===== src/hdl/assert_macros.svh =====
// Assertion macros shared by the frame parser RTL.
`ifndef ASSERT_MACROS_SVH
`define ASSERT_MACROS_SVH

`ifndef SYNTHESIS

// Checked only while out of reset.
`define RRFP_ASSERT(lbl, clk, rst_n, prop) \
    lbl: assert property (@(posedge clk) disable iff (!rst_n) prop) \
        else $error("rrfp assertion failed");

// Checked at every edge, reset included.
`define RRFP_ASSERT_ALWAYS(lbl, clk, prop) \
    lbl: assert property (@(posedge clk) prop) \
        else $error("rrfp assertion failed");

`else

`define RRFP_ASSERT(lbl, clk, rst_n, prop)
`define RRFP_ASSERT_ALWAYS(lbl, clk, prop)

`endif

`endif


===== src/hdl/rrfp_pkg.sv =====
// Types and constants of the radio response frame parser.
package rrfp_pkg;

    localparam int BYTE_W  = 8;
    localparam int SIZE_W  = 16;
    localparam int KIND_W  = 4;
    localparam int CFG_IDX_W = 3;
    localparam int CFG_DATA_W = 16;

    typedef enum logic [3:0] {
        PH_SYNC1   = 4'd0,
        PH_SYNC2   = 4'd1,
        PH_DIR     = 4'd2,
        PH_CMD     = 4'd3,
        PH_SIZEHI  = 4'd4,
        PH_SIZELO  = 4'd5,
        PH_HSUMHI  = 4'd6,
        PH_HSUMLO  = 4'd7,
        PH_PAYLOAD = 4'd8,
        PH_PSUMHI  = 4'd9,
        PH_PSUMLO  = 4'd10
    } phase_t;

    typedef enum logic [KIND_W-1:0] {
        K_PAYLOAD = 4'd0,
        K_OK      = 4'd1,
        K_ACK     = 4'd2,
        K_NACK    = 4'd3,
        K_BADSYNC = 4'd4,
        K_BADDIR  = 4'd5,
        K_BADHDR  = 4'd6,
        K_TOOLONG = 4'd7,
        K_BADPAY  = 4'd8
    } kind_t;

    typedef enum logic [CFG_IDX_W-1:0] {
        REG_SYNC_FIRST  = 3'd0,
        REG_SYNC_SECOND = 3'd1,
        REG_DIRECTION   = 3'd2,
        REG_ACK_CODE    = 3'd3,
        REG_NACK_CODE   = 3'd4,
        REG_PAY_LIMIT   = 3'd5
    } reg_idx_t;

    localparam logic [BYTE_W-1:0] SYNC_FIRST_RST  = 8'd72;
    localparam logic [BYTE_W-1:0] SYNC_SECOND_RST = 8'd101;
    localparam logic [BYTE_W-1:0] DIRECTION_RST   = 8'd32;
    localparam logic [SIZE_W-1:0] ACK_CODE_RST    = 16'd2570;
    localparam logic [SIZE_W-1:0] NACK_CODE_RST   = 16'hFFFF;
    localparam logic [BYTE_W-1:0] PAY_LIMIT_RST   = 8'hFF;

    typedef struct packed {
        logic [BYTE_W-1:0] sync_first;
        logic [BYTE_W-1:0] sync_second;
        logic [BYTE_W-1:0] direction;
        logic [SIZE_W-1:0] ack_code;
        logic [SIZE_W-1:0] nack_code;
        logic [BYTE_W-1:0] pay_limit;
    } cfg_t;

    typedef struct packed {
        kind_t             kind;
        logic [BYTE_W-1:0] payload_byte;
        logic [BYTE_W-1:0] command_code;
    } result_t;

endpackage


===== src/hdl/rrfp_core.sv =====
// Frame state machine and running Fletcher sums of the frame parser.
`include "assert_macros.svh"

module rrfp_core (
    input  logic                        aclk,
    input  logic                        aresetn,
    input  rrfp_pkg::cfg_t              cfg,
    input  logic                        byte_accept,
    input  logic [rrfp_pkg::BYTE_W-1:0] rx_byte,
    output logic                        res_valid,
    output rrfp_pkg::result_t           res
);
    import rrfp_pkg::*;

    phase_t            phase_reg,     phase_next;
    logic [BYTE_W-1:0] cmd_reg,       cmd_next;
    logic [SIZE_W-1:0] size_reg,      size_next;
    logic [BYTE_W-1:0] run_low_reg,   run_low_next;
    logic [BYTE_W-1:0] run_high_reg,  run_high_next;
    logic [BYTE_W-1:0] sum_upper_reg, sum_upper_next;
    logic [BYTE_W-1:0] bytes_left_reg, bytes_left_next;

    // one sum step on the current byte, and two for the header-sum chaining
    logic [BYTE_W-1:0] add_high, add_low;
    logic [BYTE_W-1:0] ch_high1, ch_low1, ch_high2, ch_low2;
    logic [BYTE_W-1:0] left_dec;
    logic              hsum_bad;

    assign add_high = run_high_reg + rx_byte;
    assign add_low  = run_low_reg + add_high;
    assign ch_high1 = run_high_reg + sum_upper_reg;
    assign ch_low1  = run_low_reg + ch_high1;
    assign ch_high2 = ch_high1 + rx_byte;
    assign ch_low2  = ch_low1 + ch_high2;
    assign left_dec = bytes_left_reg - 8'd1;
    assign hsum_bad = (sum_upper_reg != run_high_reg) || (rx_byte != run_low_reg);

    always_ff @(posedge aclk) begin
        if (!aresetn) begin
            phase_reg      <= PH_SYNC1;
            cmd_reg        <= '0;
            size_reg       <= '0;
            run_low_reg    <= '0;
            run_high_reg   <= '0;
            sum_upper_reg  <= '0;
            bytes_left_reg <= '0;
        end else begin
            phase_reg      <= phase_next;
            cmd_reg        <= cmd_next;
            size_reg       <= size_next;
            run_low_reg    <= run_low_next;
            run_high_reg   <= run_high_next;
            sum_upper_reg  <= sum_upper_next;
            bytes_left_reg <= bytes_left_next;
        end
    end

    always_comb begin
        phase_next       = phase_reg;
        cmd_next         = cmd_reg;
        size_next        = size_reg;
        run_low_next     = run_low_reg;
        run_high_next    = run_high_reg;
        sum_upper_next   = sum_upper_reg;
        bytes_left_next  = bytes_left_reg;
        res_valid        = 1'b0;
        res.kind         = K_PAYLOAD;
        res.payload_byte = '0;
        res.command_code = cmd_reg;

        if (byte_accept) begin
            case (phase_reg)
                PH_SYNC2: begin
                    if (rx_byte != cfg.sync_second) begin
                        phase_next       = PH_SYNC1;
                        res_valid        = 1'b1;
                        res.kind         = K_BADSYNC;
                        res.command_code = '0;
                    end else begin
                        phase_next = PH_DIR;
                    end
                end
                PH_DIR: begin
                    if (rx_byte != cfg.direction) begin
                        phase_next       = PH_SYNC1;
                        res_valid        = 1'b1;
                        res.kind         = K_BADDIR;
                        res.command_code = '0;
                    end else begin
                        // sums restart from zero on the direction byte
                        run_high_next = rx_byte;
                        run_low_next  = rx_byte;
                        phase_next    = PH_CMD;
                    end
                end
                PH_CMD: begin
                    cmd_next      = rx_byte;
                    run_high_next = add_high;
                    run_low_next  = add_low;
                    phase_next    = PH_SIZEHI;
                end
                PH_SIZEHI: begin
                    size_next     = {rx_byte, 8'd0};
                    run_high_next = add_high;
                    run_low_next  = add_low;
                    phase_next    = PH_SIZELO;
                end
                PH_SIZELO: begin
                    size_next     = {size_reg[SIZE_W-1:BYTE_W], rx_byte};
                    run_high_next = add_high;
                    run_low_next  = add_low;
                    phase_next    = PH_HSUMHI;
                end
                PH_HSUMHI: begin
                    sum_upper_next = rx_byte;
                    phase_next     = PH_HSUMLO;
                end
                PH_HSUMLO: begin
                    if (hsum_bad) begin
                        phase_next = PH_SYNC1;
                        res_valid  = 1'b1;
                        res.kind   = K_BADHDR;
                    end else if (size_reg == cfg.ack_code) begin
                        phase_next = PH_SYNC1;
                        res_valid  = 1'b1;
                        res.kind   = K_ACK;
                    end else if (size_reg == cfg.nack_code) begin
                        phase_next = PH_SYNC1;
                        res_valid  = 1'b1;
                        res.kind   = K_NACK;
                    end else if (size_reg > {8'd0, cfg.pay_limit}) begin
                        phase_next = PH_SYNC1;
                        res_valid  = 1'b1;
                        res.kind   = K_TOOLONG;
                    end else begin
                        run_high_next   = ch_high2;
                        run_low_next    = ch_low2;
                        bytes_left_next = size_reg[BYTE_W-1:0];
                        phase_next      = (size_reg[BYTE_W-1:0] == '0) ? PH_PSUMHI
                                                                         : PH_PAYLOAD;
                    end
                end
                PH_PAYLOAD: begin
                    run_high_next    = add_high;
                    run_low_next     = add_low;
                    bytes_left_next  = left_dec;
                    if (left_dec == '0) begin
                        phase_next = PH_PSUMHI;
                    end
                    res_valid        = 1'b1;
                    res.kind         = K_PAYLOAD;
                    res.payload_byte = rx_byte;
                end
                PH_PSUMHI: begin
                    sum_upper_next = rx_byte;
                    phase_next     = PH_PSUMLO;
                end
                PH_PSUMLO: begin
                    phase_next = PH_SYNC1;
                    res_valid  = 1'b1;
                    res.kind   = hsum_bad ? K_BADPAY : K_OK;
                end
                default: begin
                    phase_next = (rx_byte == cfg.sync_first) ? PH_SYNC2 : PH_SYNC1;
                end
            endcase
        end
    end

    `RRFP_ASSERT_ALWAYS(a_reset_hunts, aclk, !aresetn |=> phase_reg == PH_SYNC1)
    `RRFP_ASSERT(a_res_needs_byte, aclk, aresetn, res_valid |-> byte_accept)
    `RRFP_ASSERT(a_payload_left, aclk, aresetn, phase_reg == PH_PAYLOAD |-> bytes_left_reg != '0)
    `RRFP_ASSERT(a_payload_phase, aclk, aresetn, (res_valid && res.kind == K_PAYLOAD) |-> phase_reg == PH_PAYLOAD)
    `RRFP_ASSERT(a_sum_hold, aclk, aresetn, (phase_reg == PH_HSUMHI && byte_accept) |=> (phase_reg == PH_HSUMLO && $stable(run_low_reg) && $stable(run_high_reg)))

endmodule


===== src/hdl/radio_response_frame_parser.sv =====
// Top level of the radio response frame parser: registers, byte stage and result register.
//
//  channel  | ports                                   | direction
//  ---------+-----------------------------------------+----------
//  s_       | s_valid s_ready s_rx_byte               | in
//  m_       | m_valid m_ready m_kind m_payload_byte   | out
//           | m_command_code                          |
//  cfg_     | cfg_valid cfg_ready cfg_index cfg_data  | in
//
//  One byte per cycle while s_ready is high; its result, if any, shows in the result register the next cycle.
//  s_ready drops only while a result is held and m_ready is low.
//  Synchronous active-low reset sets the register file to its defaults and the parser
//  hunting for the first sync byte. cfg_ready is always high.
`include "assert_macros.svh"

module radio_response_frame_parser (
    input  logic                            aclk,
    input  logic                            aresetn,
    input  logic                            s_valid,
    output logic                            s_ready,
    input  logic [rrfp_pkg::BYTE_W-1:0]     s_rx_byte,
    output logic                            m_valid,
    input  logic                            m_ready,
    output logic [rrfp_pkg::KIND_W-1:0]     m_kind,
    output logic [rrfp_pkg::BYTE_W-1:0]     m_payload_byte,
    output logic [rrfp_pkg::BYTE_W-1:0]     m_command_code,
    input  logic                            cfg_valid,
    output logic                            cfg_ready,
    input  logic [rrfp_pkg::CFG_IDX_W-1:0]  cfg_index,
    input  logic [rrfp_pkg::CFG_DATA_W-1:0] cfg_data
);
    import rrfp_pkg::*;

    cfg_t    cfg_reg;
    logic    s_accept;
    logic    res_valid;
    result_t res;
    logic    m_valid_reg;
    result_t m_res_reg;

    assign cfg_ready = 1'b1;
    assign s_ready   = !m_valid_reg || m_ready;
    assign s_accept  = s_valid && s_ready;

    always_ff @(posedge aclk) begin
        if (!aresetn) begin
            cfg_reg.sync_first  <= SYNC_FIRST_RST;
            cfg_reg.sync_second <= SYNC_SECOND_RST;
            cfg_reg.direction   <= DIRECTION_RST;
            cfg_reg.ack_code    <= ACK_CODE_RST;
            cfg_reg.nack_code   <= NACK_CODE_RST;
            cfg_reg.pay_limit   <= PAY_LIMIT_RST;
        end else if (cfg_valid && cfg_ready) begin
            case (cfg_index)
                REG_SYNC_FIRST:  cfg_reg.sync_first  <= cfg_data[BYTE_W-1:0];
                REG_SYNC_SECOND: cfg_reg.sync_second <= cfg_data[BYTE_W-1:0];
                REG_DIRECTION:   cfg_reg.direction   <= cfg_data[BYTE_W-1:0];
                REG_ACK_CODE:    cfg_reg.ack_code    <= cfg_data;
                REG_NACK_CODE:   cfg_reg.nack_code   <= cfg_data;
                REG_PAY_LIMIT:   cfg_reg.pay_limit   <= cfg_data[BYTE_W-1:0];
                default: ;
            endcase
        end
    end

    rrfp_core u_core (
        .aclk        (aclk),
        .aresetn     (aresetn),
        .cfg         (cfg_reg),
        .byte_accept (s_accept),
        .rx_byte     (s_rx_byte),
        .res_valid   (res_valid),
        .res         (res)
    );

    always_ff @(posedge aclk) begin
        if (!aresetn) begin
            m_valid_reg <= 1'b0;
        end else if (s_ready) begin
            m_valid_reg <= res_valid;
        end
    end

    always_ff @(posedge aclk) begin
        if (s_ready && res_valid) begin
            m_res_reg <= res;
        end
    end

    assign m_valid        = m_valid_reg;
    assign m_kind         = m_res_reg.kind;
    assign m_payload_byte = m_res_reg.payload_byte;
    assign m_command_code = m_res_reg.command_code;

    `RRFP_ASSERT(a_no_overwrite, aclk, aresetn, (m_valid_reg && !m_ready) |-> !s_accept)
    `RRFP_ASSERT(a_result_lands, aclk, aresetn, (s_accept && res_valid) |=> m_valid_reg)
    `RRFP_ASSERT(a_silent_byte, aclk, aresetn, (s_accept && !res_valid) |=> !m_valid_reg)

endmodule


===== config.mk =====
export PLATFORM = sky130hd
export DESIGN_NAME = radio_response_frame_parser
export DESIGN_NICKNAME = d
export VERILOG_FILES = /design/src/hdl/rrfp_pkg.sv /design/src/hdl/rrfp_core.sv /design/src/hdl/radio_response_frame_parser.sv
export VERILOG_INCLUDE_DIRS = /design/src /design/src/hdl
export SDC_FILE = /design/constraint.sdc
export NUM_CORES = 1
export LEC_CHECK = 0
export BUFFER_PORTS_ARGS = -buffer_cell sky130_fd_sc_hd__buf_2
export CORE_MARGIN = 1
export CORE_UTILIZATION = 55
export DETAILED_ROUTE_END_ITERATION = 8
export PLACE_DENSITY = 0.72
export SLEW_MARGIN = 10
export SYNTH_ARGS = -nofsm -noshare
export SYNTH_HDL_FRONTEND = slang
export SYNTH_SLANG_ARGS = --single-unit

===== constraint.sdc =====
create_clock -name aclk -period 4.75 [get_ports aclk]
set_input_delay 0 -clock aclk [delete_from_list [all_inputs] [get_ports aclk]]
set_output_delay 0 -clock aclk [all_outputs]
set_load 0.05 [all_outputs]

== Word level (Yosys, flattened, before mapping) ==
Index checks and enable logic that the tools add are counted.
Word-level totals
  flip-flop bits (word level): 145
  bits of input ports: 32
  output and inout port bits: 23
  logic and storage cells: 130
Operators by class
  add/sub/neg operators: 7
  order comparisons: 1
  equal/unequal tests: 28
  muxes and demuxes: 47
  bitwise operators: 1
  reductions and logical operators: 28
Operators with widths (count)
  2-to-1 mux 8 bit: 16
  adder 8 bit: 6
  case mux 8 bit (3 select lines): 2
  case mux 4 bit (10 select lines): 1
  2-to-1 mux 4 bit: 9
  equality test 16 bit: 2
  != test 8 bit: 4
  case mux 16 bit (2 select lines): 1
  case mux 8 bit (2 select lines): 2
  AND reduction 2 bit: 11
  equality test 4 x 3 -> 1 bit, second input constant: 4
  > comparator 16 x 8 -> 1 bit: 1
  logical NOT 8 bit: 2
  case mux 4 bit (4 select lines): 1
  equality test 4 bit, second input constant: 3
  != test 2 bit, second input constant: 5
  2-to-1 mux 1 bit: 9
  2-to-1 mux 3 bit: 3
  equality test 4 x 2 -> 1 bit, second input constant: 2
  equality test 8 bit: 1
  subtractor 8 x 1 -> 8 bit, second input constant: 1
  AND reduction 7 bit: 1
  equality test 3 x 2 -> 1 bit, second input constant: 2
  equality test 3 bit, second input constant: 2
  other kinds (16): 21

== Logic depth before layout (Yosys ltp) ==
Gate-level depths: netlist (run 1).
  depth in word-level cells: 8
  gate-level depth with buffers: 19
  gate-level depth less buffers: 19

== By module ==
Synthesis (run 1) repeated with hierarchy kept, for this count alone.
Second synthesis, totals
  cell total of the unflattened synthesis: 956
  area, all modules: 8734.6 um2
By module, submodules not included
  rrfp_core: times used 1, cells each 681, area each 5502.8 um2, seq. area each 1201.2 um2
  radio_response_frame_parser: times used 1, cells each 275, area each 3231.8 um2, seq. area each 1901.8 um2

== Worst setup path after synthesis (run 1) ==
Ideal clock, no wire load.
  path type: flip-flop to flip-flop
  start point: reg u_core.sum_upper_reg[0]
  end point: reg u_core.run_low_reg[7]
  library setup time: 0.126 ns
  arrival: 4.320 ns
  required time: 4.624 ns
  slack: 0.304 ns
  stages on the path, launching flop included: 20
  path buffers: 0
  period minus slack after synthesis: 4.446 ns
  cells stage by stage: dfxtp_1 -> ha_1 -> fa_1 -> a21o_1 -> a21oi_1 -> xnor2_1 -> ha_1 -> and3_1 -> a221o_1 -> nor2_1 -> xnor2_1 -> fa_1 -> ha_1 -> o21ai_0 -> o21bai_1 -> a21oi_1 -> xnor3_1 -> xnor2_1 -> a222oi_1 -> a21oi_1
Between the ends
  longest elaborated chain between the ends: 8
  elaborated cells on any way between the ends: 13
  classes of those cells: add/sub (4); eq/ne (2); mux (5); reduce/logical (2)
Ends and longest elaborated chain
  from (decl): line rrfp_core.sv:20  | logic [BYTE_W-1:0] sum_upper_reg, sum_upper_next;
  from (signal assigned): line rrfp_core.sv:53  | sum_upper_reg <= sum_upper_next;
  adder 8 bit: line rrfp_core.sv:31  | assign ch_high1 = run_high_reg + sum_upper_reg;
  adder 8 bit, on equally long branches: line rrfp_core.sv:32, rrfp_core.sv:33
  adder 8 bit: line rrfp_core.sv:34  | assign ch_low2 = ch_low1 + ch_high2;
  2-to-1 mux 8 bit: line rrfp_core.sv:131  | end else if (size_reg > {8'd0, cfg.pay_limit}) begin
  2-to-1 mux 8 bit: line rrfp_core.sv:127  | end else if (size_reg == cfg.nack_code) begin
  2-to-1 mux 8 bit: line rrfp_core.sv:123  | end else if (size_reg == cfg.ack_code) begin
  2-to-1 mux 8 bit: line rrfp_core.sv:119  | if (hsum_bad) begin
  case mux 8 bit (3 select lines): line rrfp_core.sv:72  | case (phase_reg)
  to (signal assigned): line rrfp_core.sv:51  | run_low_reg <= run_low_next;
  to (decl): line rrfp_core.sv:18  | logic [BYTE_W-1:0] run_low_reg, run_low_next;
Parallel ways exist; a longest one is shown, timed or not. The select of a mux whose other input is x is not followed.
A chain may end at the register's enable or synchronous reset.

== Worst setup path after layout (run 1) ==
  start point: reg u_core.run_high_reg[0]
  end point: reg u_core.run_low_reg[7]
Between the ends
  longest elaborated chain between the ends: 8
  elaborated cells on any way between the ends: 15
  classes of those cells: add/sub (6); eq/ne (2); mux (5); reduce/logical (2)
Ends and longest elaborated chain
  from (decl): line rrfp_core.sv:19  | logic [BYTE_W-1:0] run_high_reg, run_high_next;
  from (signal assigned): line rrfp_core.sv:52  | run_high_reg <= run_high_next;
  adder 8 bit: line rrfp_core.sv:31
  adder 8 bit, on equally long branches: line rrfp_core.sv:32, rrfp_core.sv:33
  adder 8 bit: line rrfp_core.sv:34
  2-to-1 mux 8 bit: line rrfp_core.sv:131
  2-to-1 mux 8 bit: line rrfp_core.sv:127
  2-to-1 mux 8 bit: line rrfp_core.sv:123
  2-to-1 mux 8 bit: line rrfp_core.sv:119
  case mux 8 bit (3 select lines): line rrfp_core.sv:72
Parallel ways exist; a longest one is shown, timed or not. The select of a mux whose other input is x is not followed.

==> flow_metrics.tcl, run 1 <==
set metrics [dict create \
    cpPeakStageDelay_ns 0.45 \
    dominantRegCellSynth "dfxtp_1" \
    drt_iter0_markers 658 \
    grt_pass1_wl_um 35700 \
    vdd_drop_max_v 0.000241 \
    layout-drive-gt1-share_pct 11.4 \
    cp-end-kind "register" \
    period_needed_ns 4.60 \
    synth.area.mux_share_pct 1.93 \
    dr.pass1.iters 9 \
    clockRootBuffer "clkbuf_16" \
    cp_top_family "adder cells" \
    clk_pin_slew_ns 0.06 \
    hold_violations 0 \
    avgRoutedWirePerCell_um 17.8 \
    synth_top_family_by_area "simple AND/OR/NAND/NOR gates" \
    gr-usage-all-layers_pct 29.1 \
    final_common_cell "nand2_1" \
    critPathMostFrequentCell "ha_1" \
    yosys_register_bits 145 \
    async_flop_share_pct 0 \
    grt-ovfl-total 0 \
    num_rows 44 \
    cts_buffer_depth 2 \
    dieWidth_um 125 \
    crit_chain "ha_1, fa_2, a21o_1, a21oi_2, xnor2_1, ha_1, and3_1, a221o_1, nor2_2, xnor2_2, fa_1, ha_1, o21ai_2, o21bai_1, a21oi_1, xnor3_1, xnor2_1, a222oi_1, a21oi_1" \
    synth-simple-area-share_pct 21.6 \
    setup_viol_count_final 0 \
    reg2reg_depth 19 \
    holdPathStages 3 \
    ant_nets 0 \
    final_cell_mix "nand2_1 (182), dfxtp_1 (125), a21oi_1 (89), nor2_1 (63), buf_2 (53)" \
    violations "DRC" \
    cp_slowest_cell "fa_1" \
    status "complete, but fails checks" \
    cts_buffers 17 \
    required_ns 5.05 \
    slew_viol_final 0 \
    cts.sinks 145 \
    netlist_area_mm2 0.00837 \
    grt_max_degree 50 \
    syn2layout_area_growth_pct 13.1 \
    synth_compound_area_share_pct 15.9 \
    instances_no_fill 1236 \
    synth-edff-count 20 \
    hold_ws_ns 0.0360 \
    cp_num_buf_inv 0 \
    routed_wl_um 22000 \
    gp_congestion 0.865 \
    fmax_mhz 217 \
    synthXorXnorAreaFrac_pct 10.2 \
    synth_area_per_cell_um2 8.43 \
    h-tree-depth 4 \
    yosysWarnings 0 \
    antenna_found_initial 0 \
    hp-class "input pin to register" \
    nets 1128 \
    initial_utilization_pct 56.9 \
    synthAdderAreaFrac_pct 9.21 \
    crit_cells 19 \
    seq_area_frac_synth_pct 37.1 \
    largest_register_ffs 64 \
    io_pins 55 \
    critPathKind "register to register" \
    syn_inst 993 \
    drc 4 \
    period_share_pct 96.8 \
    yosys.cell_types.count 65 \
    tritoncts "done" \
    vias 7346 \
    relSlewSlack_pct 32.2 \
    cap_violations 0 \
    dieArea_mm2 0.0157 \
    fin_skew_ns 0.0108 \
    pwr_density_cell_mw_per_mm2 281 \
    p_total_mw 2.66 \
    setup_tns_ns 0 \
    worstMarginPinSlew_ns 1.01 \
    grt_pass1_vias 6747 \
    dp.cells 1187 \
    power.leakage_nw 4.01 \
    hpwl_um 14900 \
    clkLatencyLatePin_ns 0.42 \
    start_kind "register" \
    via_per_inst 5.94 \
    syn_nets 1080 \
    dieHeight_um 125 \
    core_area_mm2 0.0147 \
    io_buffers 53 \
    antennaDiodeCount 0 \
    cp_max_fo 4 \
    crit_arrival_ns 4.90 \
]
-- cell families after synthesis --
| kind of cell | Yosys count |
|---|---|
| AO/OA/AOI/OAI | 204 |
| XOR/XNOR | 96 |
| multiplexers | 16 |
| AND/OR/NAND/NOR | 392 |
| other | 1 |
| buffers and inverters | 84 |
| adder cells (fa/ha/maj) | 55 |
| flip-flops | 145 |
-- synth_stat cells, drive strengths merged, types with 8 or more instances --
library cell    n  area share, %
nand2         182            8.2
a21o            9           0.81
nand4           8           0.60
clkbuf         43            1.9
mux2i          15            1.8
o21ai          22            1.3
and3           12           0.90
edfxtp         20            7.2
or3             8           0.60
nor2           64            2.9
o211ai         14            1.3
buf            13           0.88
fa             11            2.6
a22oi           9           0.81
a21oi          91            5.4
xor2           47            4.9
dfxtp         125             30
nor3           15            1.0
inv            28            1.3
xnor2          48            5.0
nand3          49            2.9
nor4           17            1.3
ha             44            6.6
a31oi           8           0.60
and2           11           0.82
-- cell type report --
| cell class | count | area (um2) |
|---|---|---|
| clock buffer | 20 | 447 |
| clock inverter | 10 | 65.1 |
| fill | 1269 | 5230 |
| inverter | 28 | 105 |
| multi-input combinational | 764 | 4970 |
| sequential | 145 | 3100 |
| tap | 184 | 230 |
| timing repair buffer | 85 | 551 |
-- power by group --
| part | total [mW] | internal (mW) | switching, mW |
|---|---|---|---|
| Clock | 1.19 | 0.672 | 0.522 |
| Sequential | 1.27 | 1.26 | 0.00999 |
| Combinational | 0.200 | 0.0736 | 0.127 |
-- repair_timing --
item / 4_1_cts / 5_1_grt
endpoints found under the hold margin: 65 / 0
setup endpoints to repair: 1 / 1
pin swaps: 0 / 2
hold buffers: 18 / 0
setup buffers: 0 / 1
gates resized for setup: 1 / 9
-- metrics by stage --
stage                     setup WS (ns)  area, um2  util (%)
after floorplan                   0.304       8370         -
after global placement            0.105       8730      59.4
after detailed placement         0.0167       8730      59.4
after CTS                        0.0487       9430      64.1
after global routing           -0.00560       9470      64.4
final                             0.151       9470      64.4
-- path summary, 6_finish.rpt --
path | from | endpoint | slack [ns]
hold reg to reg | cfg_reg[36] | cfg_reg[36] | 0.47
setup reg to reg | u_core.run_high_reg[0] | u_core.run_low_reg[7] | 0.15
hold / removal | s_rx_byte[1] | u_core.size_reg[1] | 0.04
setup / recovery | u_core.run_high_reg[0] | u_core.run_low_reg[7] | 0.15
-- routing by layer --
metal	GRT usage [%]	wire length [um]	vias to the layer above	part of all wire, %
met2	44.1	9730	273	44
met1	41.0	10300	3457	47
met5	0	0	-	0
li1	-	-	3573	-
met3	5.39	1470	43	6.7
met4	11.0	535	0	2.4
-- tightest hold or removal path: stages --
cell	delay (ns)
buf_2	0.23
nand3_1	0.11
a21oi_1	0.06
No activity file was read; power rests on OpenSTA's default activity.
==> run 2, diff against run 1 <==
- ABC_AREA: not set -> 1
- CORE_UTILIZATION: 55 -> 56
- PLACE_DENSITY: 0.72 -> 0.73
==> flow_metrics.tcl, run 2 <==
set metrics [dict create \
    dominantRegCellSynth "dfxtp_1" \
    hpwl_um 18100 \
    clk_pin_slew_ns 0.06 \
    slew_viol_final 0 \
    grt_max_degree 78 \
    period_needed_ns 4.38 \
    io_buffers 53 \
    critPathKind "register to register" \
    initial_utilization_pct 57.6 \
    yosysWarnings 0 \
    power.leakage_nw 4.90 \
    cp_top_family "adder cells" \
    hp-class "input pin to register" \
    cts_buffer_depth 2 \
    relSlewSlack_pct 32.1 \
    avgRoutedWirePerCell_um 16.1 \
    yosys.cell_types.count 50 \
    cts_buffers 17 \
    crit_chain "ha_1, fa_1, nand3_1, nand3_1, xor2_1, inv_1, ha_1, nand2_1, inv_1, nand4_1, o211ai_1, xor2_1, fa_1, ha_1, a21oi_1, and2_1, nand3_1, a21oi_1, nor2_1, nor2_1, nand3_1, nor2_1, nor2_1" \
    layout-drive-gt1-share_pct 8.97 \
    clkLatencyLatePin_ns 0.43 \
    setup_viol_count_final 0 \
    vias 8661 \
    nets 1446 \
    worstMarginPinSlew_ns 1.02 \
    cp_num_buf_inv 2 \
    via_per_inst 5.45 \
    dieArea_mm2 0.0169 \
    ant_nets 0 \
    tritoncts "done" \
    start_kind "register" \
    drt_iter0_markers 702 \
    grt_pass1_wl_um 40700 \
    synth_area_per_cell_um2 7.02 \
    gr-usage-all-layers_pct 31.9 \
    cts_setup_buffers 0 \
    async_flop_share_pct 0 \
    final_util_pct 64.2 \
    hold_ws_ns 0.0392 \
    yosys_register_bits 145 \
    fin_skew_ns 0.00993 \
    largest_register_ffs 64 \
    fill_cells 1481 \
    period_share_pct 92.1 \
    drc 0 \
    cp_slowest_cell "fa_1" \
    p_total_mw 3.21 \
    setup_tns_ns 0 \
    cts.sinks 145 \
    routed_wl_um 25600 \
    status "complete, no violations" \
    gp_congestion 0.896 \
    dieWidth_um 130 \
    pwr_density_cell_mw_per_mm2 313 \
    rsz0062_at_grt "no" \
    dieHeight_um 130 \
    synth-edff-count 20 \
    clockRootBuffer "clkbuf_16" \
    antennaDiodeCount 0 \
    dr.pass1.iters 7 \
    cap_violations 0 \
    cp-end-kind "register" \
    final_common_cell "nand2_1" \
    hold_violations 0 \
    syn_nets 1396 \
    netlist_area_mm2 0.00919 \
    io_pins 55 \
    post-synth-top-area-fraction_pct 27.2 \
    vdd_drop_max_v 0.000281 \
    antenna_found_initial 0 \
    grt_pass1_vias 7868 \
    required_ns 5.07 \
    num_rows 46 \
    fmax_mhz 229 \
    core_area_mm2 0.0159 \
    synth.top_cells.by_count "nand2_1 (320), nor2_1 (173), inv_1 (144), dfxtp_1 (125), nand3_1 (101)" \
    grt-ovfl-total 0 \
    cpPeakStageDelay_ns 0.48 \
    cts_hold_buf 18 \
    cp_max_fo 5 \
    yosys.cell_count.top_type "nand2_1" \
    crit_arrival_ns 4.70 \
    syn_inst 1309 \
    synth_top_area_cell "dfxtp_1" \
    cts_resized 0 \
    seq_area_frac_synth_pct 33.8 \
    h-tree-depth 4 \
    final_cell_mix "nand2_1 (320), nor2_1 (173), inv_1 (144), dfxtp_1 (125), nand3_1 (101)" \
    syn2layout_area_growth_pct 11.4 \
    synth_area_leaders "dfxtp_1 (27%), nand2_1 (13%), nor2_1 (7.1%)" \
]
run 2: cell types whose count changed after synthesis, moves of 10 or more:
cell	before	now
nand3_1	49	101
and3_1	12	1
and2_1	11	1
nor2_1	64	173
mux2i_1	15	0
nand2_1	182	320
nor3_1	14	3
inv_1	28	144
clkbuf_1	43	17
o21ai_0	22	74
nor4_1	17	2
xor2_1	47	22
run 2: final timing paths:
path                                 from                       to  slack, ns  depth (start not counted)
setup / recovery   u_core.run_high_reg[0]    u_core.run_low_reg[7]       0.37                         23
hold reg to reg   u_core.sum_upper_reg[7]  u_core.sum_upper_reg[7]       0.47                          2
setup reg to reg   u_core.run_high_reg[0]    u_core.run_low_reg[7]       0.37                         23
hold / removal               cfg_index[0]              cfg_reg[45]       0.04                          4
run 2: cells by family (layout without fill, tap and decap cells):
kind of cell	Yosys count	after routing	share of synthesized area, %
flip-flops	145	145	33.8
AO/OA/AOI/OAI	200	200	12.1
XOR/XNOR	68	68	6.56
AND/OR/NAND/NOR	642	642	29.5
other	1	1	0.0408
adder cells (fa/ha/maj)	55	55	8.39
buffers and inverters	198	261	9.58
run 2: area by class of cell:
cell class / count / area (um2) / area share (%)
clock buffers: 17 / 425 / 4.15
clock inverters: 15 / 170 / 1.66
inverters: 154 / 588 / 5.74
multi-input cells: 966 / 5210 / 50.8
flip-flops and latches: 145 / 3100 / 30.3
well taps: 216 / 270 / 2.64
repair buffers: 75 / 478 / 4.67
run 2: per-stage QoR:
stage                     setup slack (ns)  cell area, um2  instances
after floorplan                      0.872            9190       1309
after global placement               0.568            9470       1538
after detailed placement             0.423            9470       1538
after CTS                            0.412           10200       1588
after global routing                0.0392           10200       1588
final                                0.374           10200       1588
run 2: worst register-to-register path, delay by kind of cell, from the launching register on:
family | cells | cell delay, ns
AO/OA/AOI/OAI | 3 | 0.48
XOR/XNOR | 2 | 0.43
adder cells (fa/ha/maj) | 5 | 1.88
buffers and inverters | 2 | 0.15
flip-flops | 1 | 0.33
AND/OR/NAND/NOR | 11 | 0.99
run 2: per-layer routing:
layer	share of wire (%)	vias up	GRT usage [%]	wire [um]
met5	0	-	0	0
met2	47	345	53.5	12000
met4	3.6	0	14.8	923
met1	43	3930	40.0	11000
met3	6.9	57	5.45	1770
li1	-	4329	-	-
run 2: report_power, final:
group / total (mW) / switching, mW / internal (mW)
registers: 1.32 / 0.0388 / 1.28
logic: 0.530 / 0.339 / 0.191
clock network: 1.36 / 0.609 / 0.750
total: 3.21 / 0.987 / 2.22
==> run 3, diff against run 2 <==
- CORE_UTILIZATION: 56 -> 58
- CTS_BUF_LIST: not set -> sky130_fd_sc_hd__clkbuf_4
- PLACE_DENSITY: 0.73 -> 0.76
==> flow_metrics.tcl, run 3 (synthesis gave the netlist of run 2 again) <==
set metrics [dict create \
    status "complete, no violations" \
    clockRootBuffer "clkbuf_4" \
    pwr_density_cell_mw_per_mm2 267 \
    cap_violations 0 \
    avgRoutedWirePerCell_um 15.7 \
    io_pins 55 \
    fill_cells 1403 \
    via_per_inst 5.40 \
    drc 0 \
    io_buffers 53 \
    ant_nets 0 \
    setup_tns_ns 0 \
    cp-end-kind "register" \
    routed_wl_um 25200 \
    final_common_cell "nand2_1" \
    layout-drive-gt1-share_pct 8.72 \
    h-tree-depth 4 \
    cp_slowest_cell "fa_1" \
    clk_pin_slew_ns 0.14 \
    drt_iter0_markers 712 \
    dieArea_mm2 0.0164 \
    fin_skew_ns 0.0277 \
    cpPeakStageDelay_ns 0.47 \
    dr.pass1.iters 6 \
    rsz0062_at_grt "no" \
    cts.sinks 145 \
    crit_arrival_ns 4.82 \
    start_kind "register" \
    hp-class "input pin to register" \
    largest_register_ffs 64 \
    period_share_pct 91.0 \
    postPlaceCellArea_mm2 0.00945 \
    hold_violations 0 \
    cts_setup_buffers 0 \
    slew_viol_final 0 \
    cts_buffers 17 \
    final_util_pct 66.0 \
    gp_congestion 0.907 \
    nets 1462 \
    final_cell_mix "nand2_1 (320), nor2_1 (173), inv_1 (144), dfxtp_1 (125), nand3_1 (101)" \
    setup_viol_count_final 0 \
    dp.cells 1532 \
    relSlewSlack_pct 35.3 \
    initial_utilization_pct 60.0 \
    fmax_mhz 231 \
    power.leakage_nw 4.83 \
    grt_max_degree 64 \
    clkLatencyLatePin_ns 0.59 \
    grt_pass1_vias 7940 \
    dieHeight_um 128 \
    instances_no_fill 1600 \
    multi_input_area_mm2 0.00521 \
    hpwl_um 17800 \
    num_rows 45 \
    cts_buffer_depth 2 \
    cp_max_fo 5 \
    crit_chain "ha_1, fa_1, nand3_1, nand3_1, xor2_1, inv_1, ha_1, nand2_1, inv_1, nand4_1, o211ai_1, xor2_1, fa_1, ha_1, a21oi_1, and2_1, nand3_1, a21oi_1, nor2_1, nor2_1, nand3_1, nor2_1, nor2_1" \
    regArea_mm2 0.00310 \
    critPathKind "register to register" \
    worstMarginPinSlew_ns 0.967 \
    stdcell_area_mm2 0.0101 \
    grt_pass1_wl_um 40200 \
    core_area_mm2 0.0153 \
    gr-usage-all-layers_pct 31.9 \
    vdd_drop_max_v 0.000162 \
    period_needed_ns 4.32 \
    tritoncts "done" \
    required_ns 5.25 \
    grt-ovfl-total 0 \
    vias 8642 \
    antenna_found_initial 1 \
    dieWidth_um 128 \
    syn2layout_area_growth_pct 9.94 \
]
## run 3: power by group
part | total (mW) | switching [mW] | internal [mW]
logic | 0.534 | 0.336 | 0.198
clock network | 0.851 | 0.523 | 0.328
registers | 1.32 | 0.0382 | 1.28
total | 2.70 | 0.896 | 1.80
## run 3: final timing paths
| kind | endpoint | cells after the start | slack [ns] | startpoint |
|---|---|---|---|---|
| worst max register to register | u_core.run_low_reg[7] | 23 | 0.43 | u_core.run_high_reg[0] |
| worst min-delay path | cfg_reg[21] | 4 | 0.18 | cfg_data[13] |
| worst max-delay path | u_core.run_low_reg[7] | 23 | 0.43 | u_core.run_high_reg[0] |
| worst min register to register | cfg_reg[34] | 2 | 0.48 | cfg_reg[34] |
## run 3: worst max-delay path, delay by kind of cell (launching register included)
family	cells	cell delay, ns
AO/OA/AOI/OAI	3	0.47
XOR/XNOR	2	0.42
adder cells (fa/ha/maj)	5	1.85
buffers and inverters	2	0.14
flip-flops	1	0.37
AND/OR/NAND/NOR	11	0.97
## run 3: layout make-up
cell class	count	share of cell area, %
diodes	1	0.0248
clock buffers	17	1.26
clock inverters	15	1.70
inverters	154	5.82
multi-input cells	966	51.5
flip-flops and latches	145	30.7
well taps	211	2.61
repair buffers	91	6.34
## run 3: what timing repair did
action                                 in CTS  in global routing
hold buffers                               35                  0
endpoints found under the hold margin     110                  0
gates resized for setup                     0                  0
## run 3: routing by layer
layer	routed length [um]	vias up	track usage (%)
li1	-	4353	-
met1	10900	3933	40.7
met2	11900	298	54.9
met3	1690	58	5.63
met4	661	0	10.0
met5	0	-	0
## run 3: stage by stage
step	hold slack (ns)	power, mW	setup WS [ns]
floorplan	0.126	1.72	0.872
global placement	0.228	1.84	0.572
detailed placement	0.235	1.84	0.479
CTS	0.163	2.69	0.474
global route	0.191	2.82	0.117
finish	0.180	2.70	0.427
